$ cat config.mk
export PLATFORM = sky130hd
export DESIGN_NAME = lfu_cache_group_evict_unit_flat
export DESIGN_NICKNAME = d
export VERILOG_FILES = /design/src/hdl/lfu_pkg.sv /design/src/hdl/lfu_ifs.sv /design/src/hdl/lfu_cache_group_evict_unit.sv /design/src/hdl/lfu_ram.sv /design/src/flat_wrapper.sv
export SDC_FILE = /design/constraint.sdc
export NUM_CORES = 2
export LEC_CHECK = 0
export BUFFER_PORTS_ARGS = -buffer_cell sky130_fd_sc_hd__clkbuf_2
export CELL_PAD_IN_SITES_DETAIL_PLACEMENT = 1
export CELL_PAD_IN_SITES_GLOBAL_PLACEMENT = 2
export CORE_ASPECT_RATIO = 0.9
export CORE_MARGIN = 2
export CORE_UTILIZATION = 30
export DETAILED_ROUTE_END_ITERATION = 12
export GPL_ROUTABILITY_DRIVEN = 0
export PLACE_DENSITY = 0.58
export SKIP_CTS_REPAIR_TIMING = 1
export SLEW_MARGIN = 20
export SYNTH_ARGS = -nofsm -noshare
export SYNTH_HDL_FRONTEND = slang
export SYNTH_SLANG_ARGS = --single-unit
export TNS_END_PERCENT = 20
$ cat constraint.sdc
create_clock -name clk -period 12.7 [get_ports clk]
set_input_delay 3.81 -clock clk [delete_from_list [all_inputs] [get_ports clk]]
set_output_delay 3.81 -clock clk [all_outputs]
set_load 0.005 [all_outputs]
$ cat src/hdl/lfu_pkg.sv
// Shared types and constants for the LFU key-value table.
// No dependencies; every other file of the block but lfu_ram imports this package.
package lfu_pkg;

	// Fixed widths of the request, response and configuration fields
	localparam int ACTION_W  = 1;
	localparam int KEY_W     = 64;
	localparam int DATA_W    = 64;
	localparam int EVICT_W   = 5;
	localparam int CFG_W     = 5;

	// Request kinds
	localparam logic [ACTION_W-1:0] ACT_GET = 1'b0;
	localparam logic [ACTION_W-1:0] ACT_SET = 1'b1;

	// Capacity after reset
	localparam logic [CFG_W-1:0] CAPACITY_RST = 5'd16;

	// Sequencer states
	typedef enum logic [2:0] {
		ST_IDLE,
		ST_SCAN,
		ST_DECIDE,
		ST_EVICT,
		ST_WRITE,
		ST_FINISH
	} state_t;

endpackage

$ cat src/hdl/lfu_ifs.sv
// Valid/ready channel interfaces: request, response and capacity write.
// Depends on lfu_pkg for the field widths.
interface lfu_req_if;
	import lfu_pkg::*;
	logic                valid;
	logic                ready;
	logic [ACTION_W-1:0] action;
	logic [KEY_W-1:0]    key;
	logic [DATA_W-1:0]   value;
	modport source (output valid, action, key, value, input ready);
	modport sink (input valid, action, key, value, output ready);
endinterface

interface lfu_rsp_if;
	import lfu_pkg::*;
	logic               valid;
	logic               ready;
	logic               found;
	logic [DATA_W-1:0]  read_value;
	logic [EVICT_W-1:0] evicted_count;
	modport source (output valid, found, read_value, evicted_count, input ready);
	modport sink (input valid, found, read_value, evicted_count, output ready);
endinterface

interface lfu_cfg_if;
	import lfu_pkg::*;
	logic             valid;
	logic             ready;
	logic [CFG_W-1:0] data;
	modport source (output valid, data, input ready);
	modport sink (input valid, data, output ready);
endinterface

$ cat src/hdl/lfu_cache_group_evict_unit.sv
// LFU table: one request at a time, entries (key, value, count) held in one RAM.
// Each request scans the whole RAM, one entry per cycle, then decides; a set that must
// evict runs a second scan, and a get hit or a set of a new key ends with a RAM write.
// A new request is accepted only once the last response is loaded into the output
// register; a response still stalled when the next one is due holds the sequencer.
// Reset (arst_n low, asynchronous) empties the table and sets capacity to 16.
module lfu_cache_group_evict_unit #(
	parameter int ENTRIES    = 16,
	parameter int KEY_BITS   = 64,
	parameter int VALUE_BITS = 64,
	parameter int COUNT_BITS = 16
) (
	input  logic  clk,
	input  logic  arst_n,
	lfu_req_if.sink   req,
	lfu_rsp_if.source rsp,
	lfu_cfg_if.sink   cfg
);
	import lfu_pkg::*;

	localparam int IDX_W = (ENTRIES > 1) ? $clog2(ENTRIES) : 1;
	localparam int CNT_W = $clog2(ENTRIES + 1);
	localparam int CAP_W = (CNT_W > CFG_W) ? CNT_W : CFG_W;
	localparam int RAM_W = KEY_BITS + VALUE_BITS + COUNT_BITS;
	localparam logic [IDX_W-1:0]      LAST_IDX    = IDX_W'(ENTRIES - 1);
	localparam logic [CNT_W-1:0]      ENTRIES_CNT = CNT_W'(ENTRIES);
	localparam logic [COUNT_BITS-1:0] CNT_MAX     = '1;
	localparam logic [COUNT_BITS-1:0] CNT_ONE     = COUNT_BITS'(1);

	// control state
	state_t               state_q, state_d;
	logic [ENTRIES-1:0]   valid_q;
	logic [CNT_W-1:0]     cnt_q;
	logic                 rd_s1;
	logic                 hit_q;
	logic                 free_q;
	logic                 out_valid_q;
	logic [CFG_W-1:0]     capacity_q;

	// request and scan results
	logic [ACTION_W-1:0]   act_q;
	logic [KEY_BITS-1:0]   key_q;
	logic [VALUE_BITS-1:0] val_q;
	logic [IDX_W-1:0]      idx_s1;
	logic [IDX_W-1:0]      hit_idx_q;
	logic [VALUE_BITS-1:0] hit_val_q;
	logic [COUNT_BITS-1:0] hit_cnt_q;
	logic [IDX_W-1:0]      free_idx_q;
	logic [CNT_W-1:0]      used_q;
	logic [COUNT_BITS-1:0] min_q;
	logic [CNT_W-1:0]      evict_q;

	// output register
	logic               out_found_q;
	logic [DATA_W-1:0]  out_rdval_q;
	logic [EVICT_W-1:0] out_evict_q;

	// RAM ports
	logic              ram_we, ram_re;
	logic [IDX_W-1:0]  ram_waddr;
	logic [RAM_W-1:0]  ram_wdata, ram_rdata;

	// decoded control
	logic                  req_acc;
	logic                  load_out;
	logic                  last;
	logic                  ent_vld;
	logic [KEY_BITS-1:0]   ent_key;
	logic [VALUE_BITS-1:0] ent_val;
	logic [COUNT_BITS-1:0] ent_cnt;
	logic                  ent_min;
	logic [CAP_W-1:0]      cap_raw, cap_eff;
	logic                  full;
	logic [COUNT_BITS-1:0] hit_cnt_inc;

	lfu_ram #(
		.WIDTH (RAM_W),
		.DEPTH (ENTRIES)
	) u_ram (
		.clk   (clk),
		.we    (ram_we),
		.waddr (ram_waddr),
		.wdata (ram_wdata),
		.re    (ram_re),
		.raddr (cnt_q[IDX_W-1:0]),
		.rdata (ram_rdata)
	);

	// entry returned by the RAM in the cycle after its read
	assign ent_key = ram_rdata[RAM_W-1 -: KEY_BITS];
	assign ent_val = ram_rdata[COUNT_BITS +: VALUE_BITS];
	assign ent_cnt = ram_rdata[COUNT_BITS-1:0];
	assign ent_vld = valid_q[idx_s1];
	assign ent_min = ent_vld && (ent_cnt == min_q);
	assign last    = rd_s1 && (idx_s1 == LAST_IDX);

	// effective capacity: 0 acts as 1, anything above the table size as the size
	assign cap_raw = CAP_W'(capacity_q);
	always_comb begin
		if (capacity_q == '0) begin
			cap_eff = CAP_W'(1);
		end else if (cap_raw > CAP_W'(ENTRIES)) begin
			cap_eff = CAP_W'(ENTRIES);
		end else begin
			cap_eff = cap_raw;
		end
	end
	assign full = CAP_W'(used_q) >= cap_eff;

	assign hit_cnt_inc = (hit_cnt_q == CNT_MAX) ? hit_cnt_q : hit_cnt_q + CNT_ONE;

	// next state
	always_comb begin
		state_d = state_q;
		unique case (state_q)
			ST_IDLE: begin
				if (req.valid) begin
					state_d = ST_SCAN;
				end
			end
			ST_SCAN: begin
				if (last) begin
					state_d = ST_DECIDE;
				end
			end
			ST_DECIDE: begin
				if (act_q == ACT_GET) begin
					state_d = hit_q ? ST_WRITE : ST_FINISH;
				end else if (hit_q) begin
					state_d = ST_FINISH;
				end else if (full) begin
					state_d = ST_EVICT;
				end else begin
					state_d = free_q ? ST_WRITE : ST_FINISH;
				end
			end
			ST_EVICT: begin
				// the last entry may itself be the first one freed
				if (last) begin
					state_d = (free_q || !ent_vld || ent_min) ? ST_WRITE : ST_FINISH;
				end
			end
			ST_WRITE: begin
				state_d = ST_FINISH;
			end
			ST_FINISH: begin
				if (!out_valid_q || rsp.ready) begin
					state_d = ST_IDLE;
				end
			end
			default: begin
				state_d = ST_IDLE;
			end
		endcase
	end

	// sequencer outputs
	always_comb begin
		req.ready = 1'b0;
		ram_re    = 1'b0;
		ram_we    = 1'b0;
		load_out  = 1'b0;
		ram_waddr = free_idx_q;
		ram_wdata = {key_q, val_q, CNT_ONE};
		unique case (state_q)
			ST_IDLE: begin
				req.ready = 1'b1;
			end
			ST_SCAN, ST_EVICT: begin
				ram_re = (cnt_q != ENTRIES_CNT);
			end
			ST_WRITE: begin
				ram_we = 1'b1;
				if (act_q == ACT_GET) begin
					ram_waddr = hit_idx_q;
					ram_wdata = {key_q, hit_val_q, hit_cnt_inc};
				end
			end
			ST_FINISH: begin
				load_out = !out_valid_q || rsp.ready;
			end
			default: begin
				req.ready = 1'b0;
			end
		endcase
	end

	assign req_acc = req.valid && req.ready;

	// control registers
	always_ff @(posedge clk or negedge arst_n) begin
		if (!arst_n) begin
			state_q     <= ST_IDLE;
			valid_q     <= '0;
			cnt_q       <= '0;
			rd_s1       <= 1'b0;
			hit_q       <= 1'b0;
			free_q      <= 1'b0;
			out_valid_q <= 1'b0;
			capacity_q  <= CAPACITY_RST;
		end else begin
			state_q <= state_d;
			rd_s1   <= ram_re;
			if (cfg.valid) begin
				capacity_q <= cfg.data;
			end
			if (load_out) begin
				out_valid_q <= 1'b1;
			end else if (rsp.ready) begin
				out_valid_q <= 1'b0;
			end
			if (ram_re) begin
				cnt_q <= cnt_q + CNT_W'(1);
			end
			// start of a request: clear the scan flags
			if (req_acc) begin
				cnt_q  <= '0;
				hit_q  <= 1'b0;
				free_q <= 1'b0;
			end
			// first pass: hit search and lowest free entry
			if (state_q == ST_SCAN && rd_s1) begin
				if (ent_vld && ent_key == key_q) begin
					hit_q <= 1'b1;
				end
				if (!ent_vld) begin
					free_q <= 1'b1;
				end
			end
			// eviction pass restarts the scan and the free search
			if (state_q == ST_DECIDE) begin
				cnt_q  <= '0;
				free_q <= 1'b0;
			end
			if (state_q == ST_EVICT && rd_s1) begin
				if (ent_min) begin
					valid_q[idx_s1] <= 1'b0;
				end
				if (!ent_vld || ent_min) begin
					free_q <= 1'b1;
				end
			end
			// a new key occupies its entry
			if (state_q == ST_WRITE && act_q == ACT_SET) begin
				valid_q[free_idx_q] <= 1'b1;
			end
		end
	end

	// datapath registers
	always_ff @(posedge clk) begin
		idx_s1 <= cnt_q[IDX_W-1:0];
		if (req_acc) begin
			act_q   <= req.action;
			key_q   <= req.key[KEY_BITS-1:0];
			val_q   <= req.value[VALUE_BITS-1:0];
			used_q  <= '0;
			min_q   <= CNT_MAX;
			evict_q <= '0;
		end
		if (state_q == ST_SCAN && rd_s1) begin
			if (ent_vld) begin
				used_q <= used_q + CNT_W'(1);
				if (ent_cnt < min_q) begin
					min_q <= ent_cnt;
				end
				if (ent_key == key_q && !hit_q) begin
					hit_idx_q <= idx_s1;
					hit_val_q <= ent_val;
					hit_cnt_q <= ent_cnt;
				end
			end else if (!free_q) begin
				free_idx_q <= idx_s1;
			end
		end
		if (state_q == ST_EVICT && rd_s1) begin
			if (ent_min) begin
				evict_q <= evict_q + CNT_W'(1);
			end
			if ((!ent_vld || ent_min) && !free_q) begin
				free_idx_q <= idx_s1;
			end
		end
		// response register
		if (load_out) begin
			out_found_q <= hit_q;
			out_rdval_q <= (act_q == ACT_GET && hit_q) ? DATA_W'(hit_val_q) : '0;
			out_evict_q <= EVICT_W'(evict_q);
		end
	end

	assign cfg.ready         = 1'b1;
	assign rsp.valid         = out_valid_q;
	assign rsp.found         = out_found_q;
	assign rsp.read_value    = out_rdval_q;
	assign rsp.evicted_count = out_evict_q;

endmodule

$ cat src/hdl/lfu_ram.sv
// Generic single-port-write, single-port-read RAM with registered read data.
// No dependencies.
module lfu_ram #(
	parameter int WIDTH = 8,
	parameter int DEPTH = 16
) (
	input  logic                                          clk,
	input  logic                                          we,
	input  logic [((DEPTH > 1) ? $clog2(DEPTH) : 1)-1:0]  waddr,
	input  logic [WIDTH-1:0]                              wdata,
	input  logic                                          re,
	input  logic [((DEPTH > 1) ? $clog2(DEPTH) : 1)-1:0]  raddr,
	output logic [WIDTH-1:0]                              rdata
);

	logic [WIDTH-1:0] mem [DEPTH];

	// write port, and read port with registered read data
	always_ff @(posedge clk) begin
		if (we) begin
			mem[waddr] <= wdata;
		end
		if (re) begin
			rdata <= mem[raddr];
		end
	end

endmodule

$ cat src/flat_wrapper.sv
// flat-port wrapper written by rule: the top's interface ports become plain ports
module lfu_cache_group_evict_unit_flat import lfu_pkg::*;
#(
	parameter int ENTRIES    = 16,
	parameter int KEY_BITS   = 64,
	parameter int VALUE_BITS = 64,
	parameter int COUNT_BITS = 16
)
  (clk, arst_n, req_valid, req_action, req_key, req_value, req_ready, rsp_valid, rsp_found, rsp_read_value, rsp_evicted_count, rsp_ready, cfg_valid, cfg_data, cfg_ready);
  lfu_req_if req_i ();
  lfu_rsp_if rsp_i ();
  lfu_cfg_if cfg_i ();
  input  logic clk;
  input  logic arst_n;
  input wire logic [$bits(req_i.valid)-1:0] req_valid;
  input wire logic [$bits(req_i.action)-1:0] req_action;
  input wire logic [$bits(req_i.key)-1:0] req_key;
  input wire logic [$bits(req_i.value)-1:0] req_value;
  output wire logic [$bits(req_i.ready)-1:0] req_ready;
  output wire logic [$bits(rsp_i.valid)-1:0] rsp_valid;
  output wire logic [$bits(rsp_i.found)-1:0] rsp_found;
  output wire logic [$bits(rsp_i.read_value)-1:0] rsp_read_value;
  output wire logic [$bits(rsp_i.evicted_count)-1:0] rsp_evicted_count;
  input wire logic [$bits(rsp_i.ready)-1:0] rsp_ready;
  input wire logic [$bits(cfg_i.valid)-1:0] cfg_valid;
  input wire logic [$bits(cfg_i.data)-1:0] cfg_data;
  output wire logic [$bits(cfg_i.ready)-1:0] cfg_ready;
  assign req_i.valid = req_valid;
  assign req_i.action = req_action;
  assign req_i.key = req_key;
  assign req_i.value = req_value;
  assign req_ready = req_i.ready;
  assign rsp_valid = rsp_i.valid;
  assign rsp_found = rsp_i.found;
  assign rsp_read_value = rsp_i.read_value;
  assign rsp_evicted_count = rsp_i.evicted_count;
  assign rsp_i.ready = rsp_ready;
  assign cfg_i.valid = cfg_valid;
  assign cfg_i.data = cfg_data;
  assign cfg_ready = cfg_i.ready;
  lfu_cache_group_evict_unit #(.ENTRIES(ENTRIES), .KEY_BITS(KEY_BITS), .VALUE_BITS(VALUE_BITS), .COUNT_BITS(COUNT_BITS)) u_core (.clk(clk), .arst_n(arst_n), .req(req_i), .rsp(rsp_i), .cfg(cfg_i));
endmodule
After elaboration in Yosys (flattened, before gate mapping)
Memories as Yosys holds them, arrays and structs flattened. A register that Yosys moved wholly into a read port is not among the register bits.
Cells that the tools add are included.
Widths: inputs -> output; s select.
Word-level totals
  memories: 1
  register bits: 350
  word-level logic and storage cells: 141
  output and inout bits: 73
  RAM bits: 2304
Memory list
  u_core.u_ram.mem: depth 16, bits a word 144, rd ports 1, clocked after memory_dff 1, write ports 1, RTL line lfu_ram.sv:16  | logic [WIDTH-1:0] mem [DEPTH];
Operators by class
  $add $sub $neg: 4
  bitwise logic cells: 4
  reduce and logical (&&, ||, !) cells: 27
  equal/unequal tests: 14
  muxes and demuxes: 62
  magnitude comparators: 7
Operator list (number)
  $mux 80: 2
  $mux 16: 8
  $eq 64x64->1: 1
  $mux 5: 11
  $mux 4: 7
  $mux 1: 23
  $mux 3: 7
  $pmux 3 s6: 1
  $add 16x1->16 const B: 1
  $and 16x16->16: 1
  $eq 16x16->1: 1
  $eq 16x16->1 const B: 1
  $lt 16x16->1: 1
  $not 16->16: 1
  $or 16x16->16: 1
  $add 5x1->5 const B: 3
  $logic_and 1x1->1: 12
  $lt 4x5->1 const B: 2
  $demux 1 s4: 2
  $ge 4x1->1 const B: 2
  $eq 3x2->1 const B: 2
  $eq 3x3->1 const B: 2
  $ne 2x1->1 const B: 3
  $ge 5x5->1: 1
  other kinds (16): 22

Logic depth before layout (Yosys ltp)
  word-level depth: 10
  gate-level depth with buffers: 10
  gate-level depth less buffers: 10

Hierarchy
From an unflattened synthesis, not the netlist that was laid out.
Second synthesis, totals
  cells, all modules: 4861
  area, all modules: 105304.7 µm²
Modules (own cells, without submodules)
  lfu_ram: area an instance 90885.9 µm², cells each 3773, times used 1, seq. area each 73510.5 µm²
  lfu_cache_group_evict_unit: area an instance 14418.8 µm², cells each 1088, times used 1, seq. area each 10005.8 µm²

Worst setup path before layout
No wires, ideal clock.
  path type: register -> register
  from: reg u_core.cnt_q[1]
  to: reg u_core.rd_s1
  clock period less this slack: 9729 ps
  arrival: 8776 ps
  slack: 2971 ps
  stages on the path, launching flop included: 7
  data required time: 11747 ps
  buffers on the path: 3
  cells stage by stage: dfrtp_1 clkbuf_1 clkbuf_1 buf_1 inv_1 ha_1 a31oi_1
On the way
  word-level cells in the longest chain between the ends: 2
RTL lines
  start, declared: RTL line lfu_cache_group_evict_unit.sv:33  | logic [CNT_W-1:0] cnt_q;
  start signal, assigned: RTL line lfu_cache_group_evict_unit.sv:213  | cnt_q <= cnt_q + CNT_W'(1);
  $ne 5x5->1: RTL line lfu_cache_group_evict_unit.sv:170  | ram_re = (cnt_q != ENTRIES_CNT);
  $mux 1: RTL line lfu_cache_group_evict_unit.sv:165  | unique case (state_q)
  named net u_core.ram_re: RTL line lfu_cache_group_evict_unit.sv:59  | logic ram_we, ram_re;
  end signal, assigned: RTL line lfu_cache_group_evict_unit.sv:203  | rd_s1 <= ram_re;
  end, declared: RTL line lfu_cache_group_evict_unit.sv:34  | logic rd_s1;
The timed path passes the listed nets, and every way through them passes these cells.
A chain may end at the register's enable or synchronous reset.

Final worst setup path
  from: reg u_core.state_q[0]
  to: out req_ready
On the way
  word-level cells in the longest chain between the ends: 2
RTL lines
  start, declared: RTL line lfu_cache_group_evict_unit.sv:31  | state_t state_q, state_d;
  start signal, assigned: RTL line lfu_cache_group_evict_unit.sv:202  | state_q <= state_d;
  $logic_not 3->1: RTL line lfu_cache_group_evict_unit.sv:165
  $mux 1: RTL line lfu_cache_group_evict_unit.sv:165
  end, declared: RTL line flat_wrapper.sv:19  | output wire logic [$bits(req_i.ready)-1:0] req_ready;
No other way between the ends.

==> flow_summary.yaml <==
worst_setup_path:
  worst-r2r-setup-slack_ps: 7080
  worst-setup-path-type: "flip-flop to output pin"
  crit_buf_inv: 1
  crit_fanout: 12
  max_stage_delay_ps: 510
  end_kind: "output pin"
  worst_path_max_delay_cell: "dfrtp_1"
  rr_worst_depth: 8
  critPathRequiredTime_ps: 8890
  crit_chain: "nor3_1, clkbuf_2"
  crit-reg2reg-capture: "u_core.u_ram.mem[3][126]"
  cp_top_family: "flip-flops"
  reg2reg_from: "u_core.state_q[1]"
  critPathLaunchType: "flip-flop"
  crit_arrival_ps: 2070
grt:
  grtUsageTotal_pct: 15.0
  grtUsageMet1_pct: 21.3
  grt.overflow.total: 0
  grt_antenna_before_repair: 11
  busiest_layer: "met2"
  gr-usage-met3_pct: 1.95
  grt_max_degree: 118
  grt_pass1_wl_um: 384000
  grt_pass1_vias: 51067
  met2_usage_pct: 24.7
cells_and_area:
  fin_nets: 5039
  area_growth_pct: 16.1
  final_area_um2: 122000
  fillers: 33653
  fin_util_pct: 35.1
  drive_above_1_share_pct: 29.4
route:
  drt_iter0_drc: 4241
  wire_per_inst_um: 27.5
  ant_nets: 0
  dr.pass1.iters: 6
  viasPerCell: 4.83
  vias: 47101
  drt_wl_total_um: 268000
  remaining_drc_errors: 0
synthesis:
  yosys_register_bits: 2798
  seq_area_frac_synth_pct: 79.6
  async_flop_share_pct: 1.18
  synth_top_cell_by_area: "edfxtp_1"
  ys.warnings.count: 0
  synth_edf_count: 2731
  yosys.area.top_type_share_pct: 78.2
  avgSynthCellArea_um2: 23.5
  synthesis.nets: 4619
  syn_inst: 4454
  ys_top_cells_by_area: "edfxtp_1 (78%), mux4_2 (15%), nand2_1 (0.92%)"
  synthMostInstantiatedCell: "edfxtp_1"
  ys_dominant_reg_cell: "edfxtp_1"
  netlist_area_um2: 105000
  synth.distinct_cells: 55
  ys_top_cells_by_count: "edfxtp_1 (2731), mux4_2 (720), nand2_1 (258)"
timing:
  slew_headroom_pct: 29.1
  worstMarginPinSlew_ps: 1060
  fmax_mhz: 170
  rsz0062_at_grt: "no"
  min_period_over_period_pct: 46.3
  finClkSkew_ps: 85.8
  slew_violations: 0
  setup_viol: 0
  hold_viol: 0
  post-route-min-period_ps: 5880
  setup_tns_ps: 0
worst_hold_path:
  min-delay-start: "u_core.u_ram.rdata[27]"
  holdPathEnd: "u_core.hit_val_q[11]"
  min_path_cells: 0
  min_path_type: "flip-flop to flip-flop"
die:
  die_h_um: 565
  initial_core_util_pct: 30.2
  pin_count: 212
  dieArea_um2: 354000
  std_cell_rows: 205
  die_w_um: 627
  core_area_um2: 347000
place:
  place.detailed.hpwl_um: 136000
  placed_cell_area_um2: 112000
  port_buffers: 210
job:
  max_cap_violations: 0
pwr:
  power_density_nw_per_um2: 203
  p_leak_nw: 37.9
  vdd_drop_max_mv: 0.129
cts:
  cts_tree: "yes"
  clkSlewWorstSetupHoldPaths_ps: 60
  cts_buffer_depth: 4
  clock-sinks: 2798
  htreeDepth: 5
  numCtsBuffers: 305
  cts-root-buf: "clkbuf_16"
  clk_latency_ps: 890
outcome:
  status: "completed"
## sequential cells by signal, indices dropped and copies added (netlist names), 5 cells and up
signal and cells:
u_core.rsp.read_value 64, u_core.used_q 5, u_core.hit_val_q 64, u_core.hit_cnt_q 16, u_core.u_ram.mem 2304, u_core.val_q 64
u_core.u_ram.rdata 144, u_core.cap_raw 5, u_core.rsp.evicted_count 5, u_core.min_q 16, u_core.cnt_q 5, u_core.key_q 64
u_core.evict_q 5, u_core.valid_q 16
## worst max path at each step
stage	start	endpoint	cells after the start
final	u_core.state_q[0]	req_ready	2
after floorplan	u_core.cnt_q[1]	u_core.rd_s1	6
after global placement	u_core.key_q[4]	u_core.hit_val_q[40]	9
after CTS	u_core.state_q[0]	req_ready	2
after detailed placement	req_valid	u_core.key_q[17]	5
after global routing	u_core.state_q[0]	req_ready	2
## layout by cell type, fill, tap and decap left out, drive strengths merged, types with 5 or more instances in the layout
cell type and instances:
nor2 56, and3 5, nand3 17, edfxtp 2731, buf 101, bufinv 29
mux2i 13, nor4 19, nand2 258, dfxtp 34, and2 66, o2bb2ai 8
a21oi 12, nor3 8, a31oi 16, clkbuf 590, o21ai 28, clkinvlp 5
clkinv 109, nand2b 8, a211oi 5, mux4 720, ha 26, nor2b 6
dfrtp 32, xor2 73, inv 41, nand4 17, mux2 25
## area by class of cell
cell class | instances | area (µm²) | share of cell area [%]
inverter | 33 | 131 | 0.108
clock buffer | 380 | 8080 | 6.64
timing repair buffer | 311 | 2000 | 1.64
tap | 4657 | 5830 | 4.79
multi-input combinational | 1425 | 20700 | 17.0
antenna | 2 | 5.00 | 0.00411
clock inverter | 151 | 1500 | 1.23
sequential | 2798 | 83500 | 68.6
## report_power, final
part	total (W)	switching (W)	internal [W]
Sequential	0.0114	0.000475	0.0109
Combinational	0.00466	0.00238	0.00228
Clock	0.00866	0.00357	0.00509
Total	0.0247	0.00642	0.0183
## per-layer routing
metal / vias up / routed length [µm]
met4: 0 / 5310
met2: 1100 / 130000
li1: 19582 / -
met5: - / 0
met1: 26072 / 121000
met3: 347 / 11400
## worst register-to-register path, stage by stage, from the launching register on
cell and delay (ps):
dfrtp_1 520, nand2b_1 280, nor3_2 170, buf_4 500, buf_4 890, a31oi_1 570
nor2_4 720, buf_4 740, buf_4 820
## cells by family after synthesis
logic type      count (synthesis)  share of synthesized area [%]
fa+ha+maj                      26                          0.310
flops                        2798                           79.6
compound gates                 91                          0.603
xor+xnor                       77                          0.643
other cells                     1                        0.00358
mux                           758                           15.9
buf+inv                       231                          0.859
simple gates                  472                           2.05
## per-stage QoR
stage          hold slack [ps]  std cells  setup WS (ps)  total power, W
6_report                   417       9757           6820          0.0247
5_1_grt                    422       9756           6680          0.0257
4_1_cts                    418       9755           6740          0.0251
3_5_place_dp               406       9224           6610          0.0164
3_3_place_gp               401       9222           6540          0.0164
2_1_floorplan              372       4454           2970          0.0149
(Power assumes the default switching activity.)
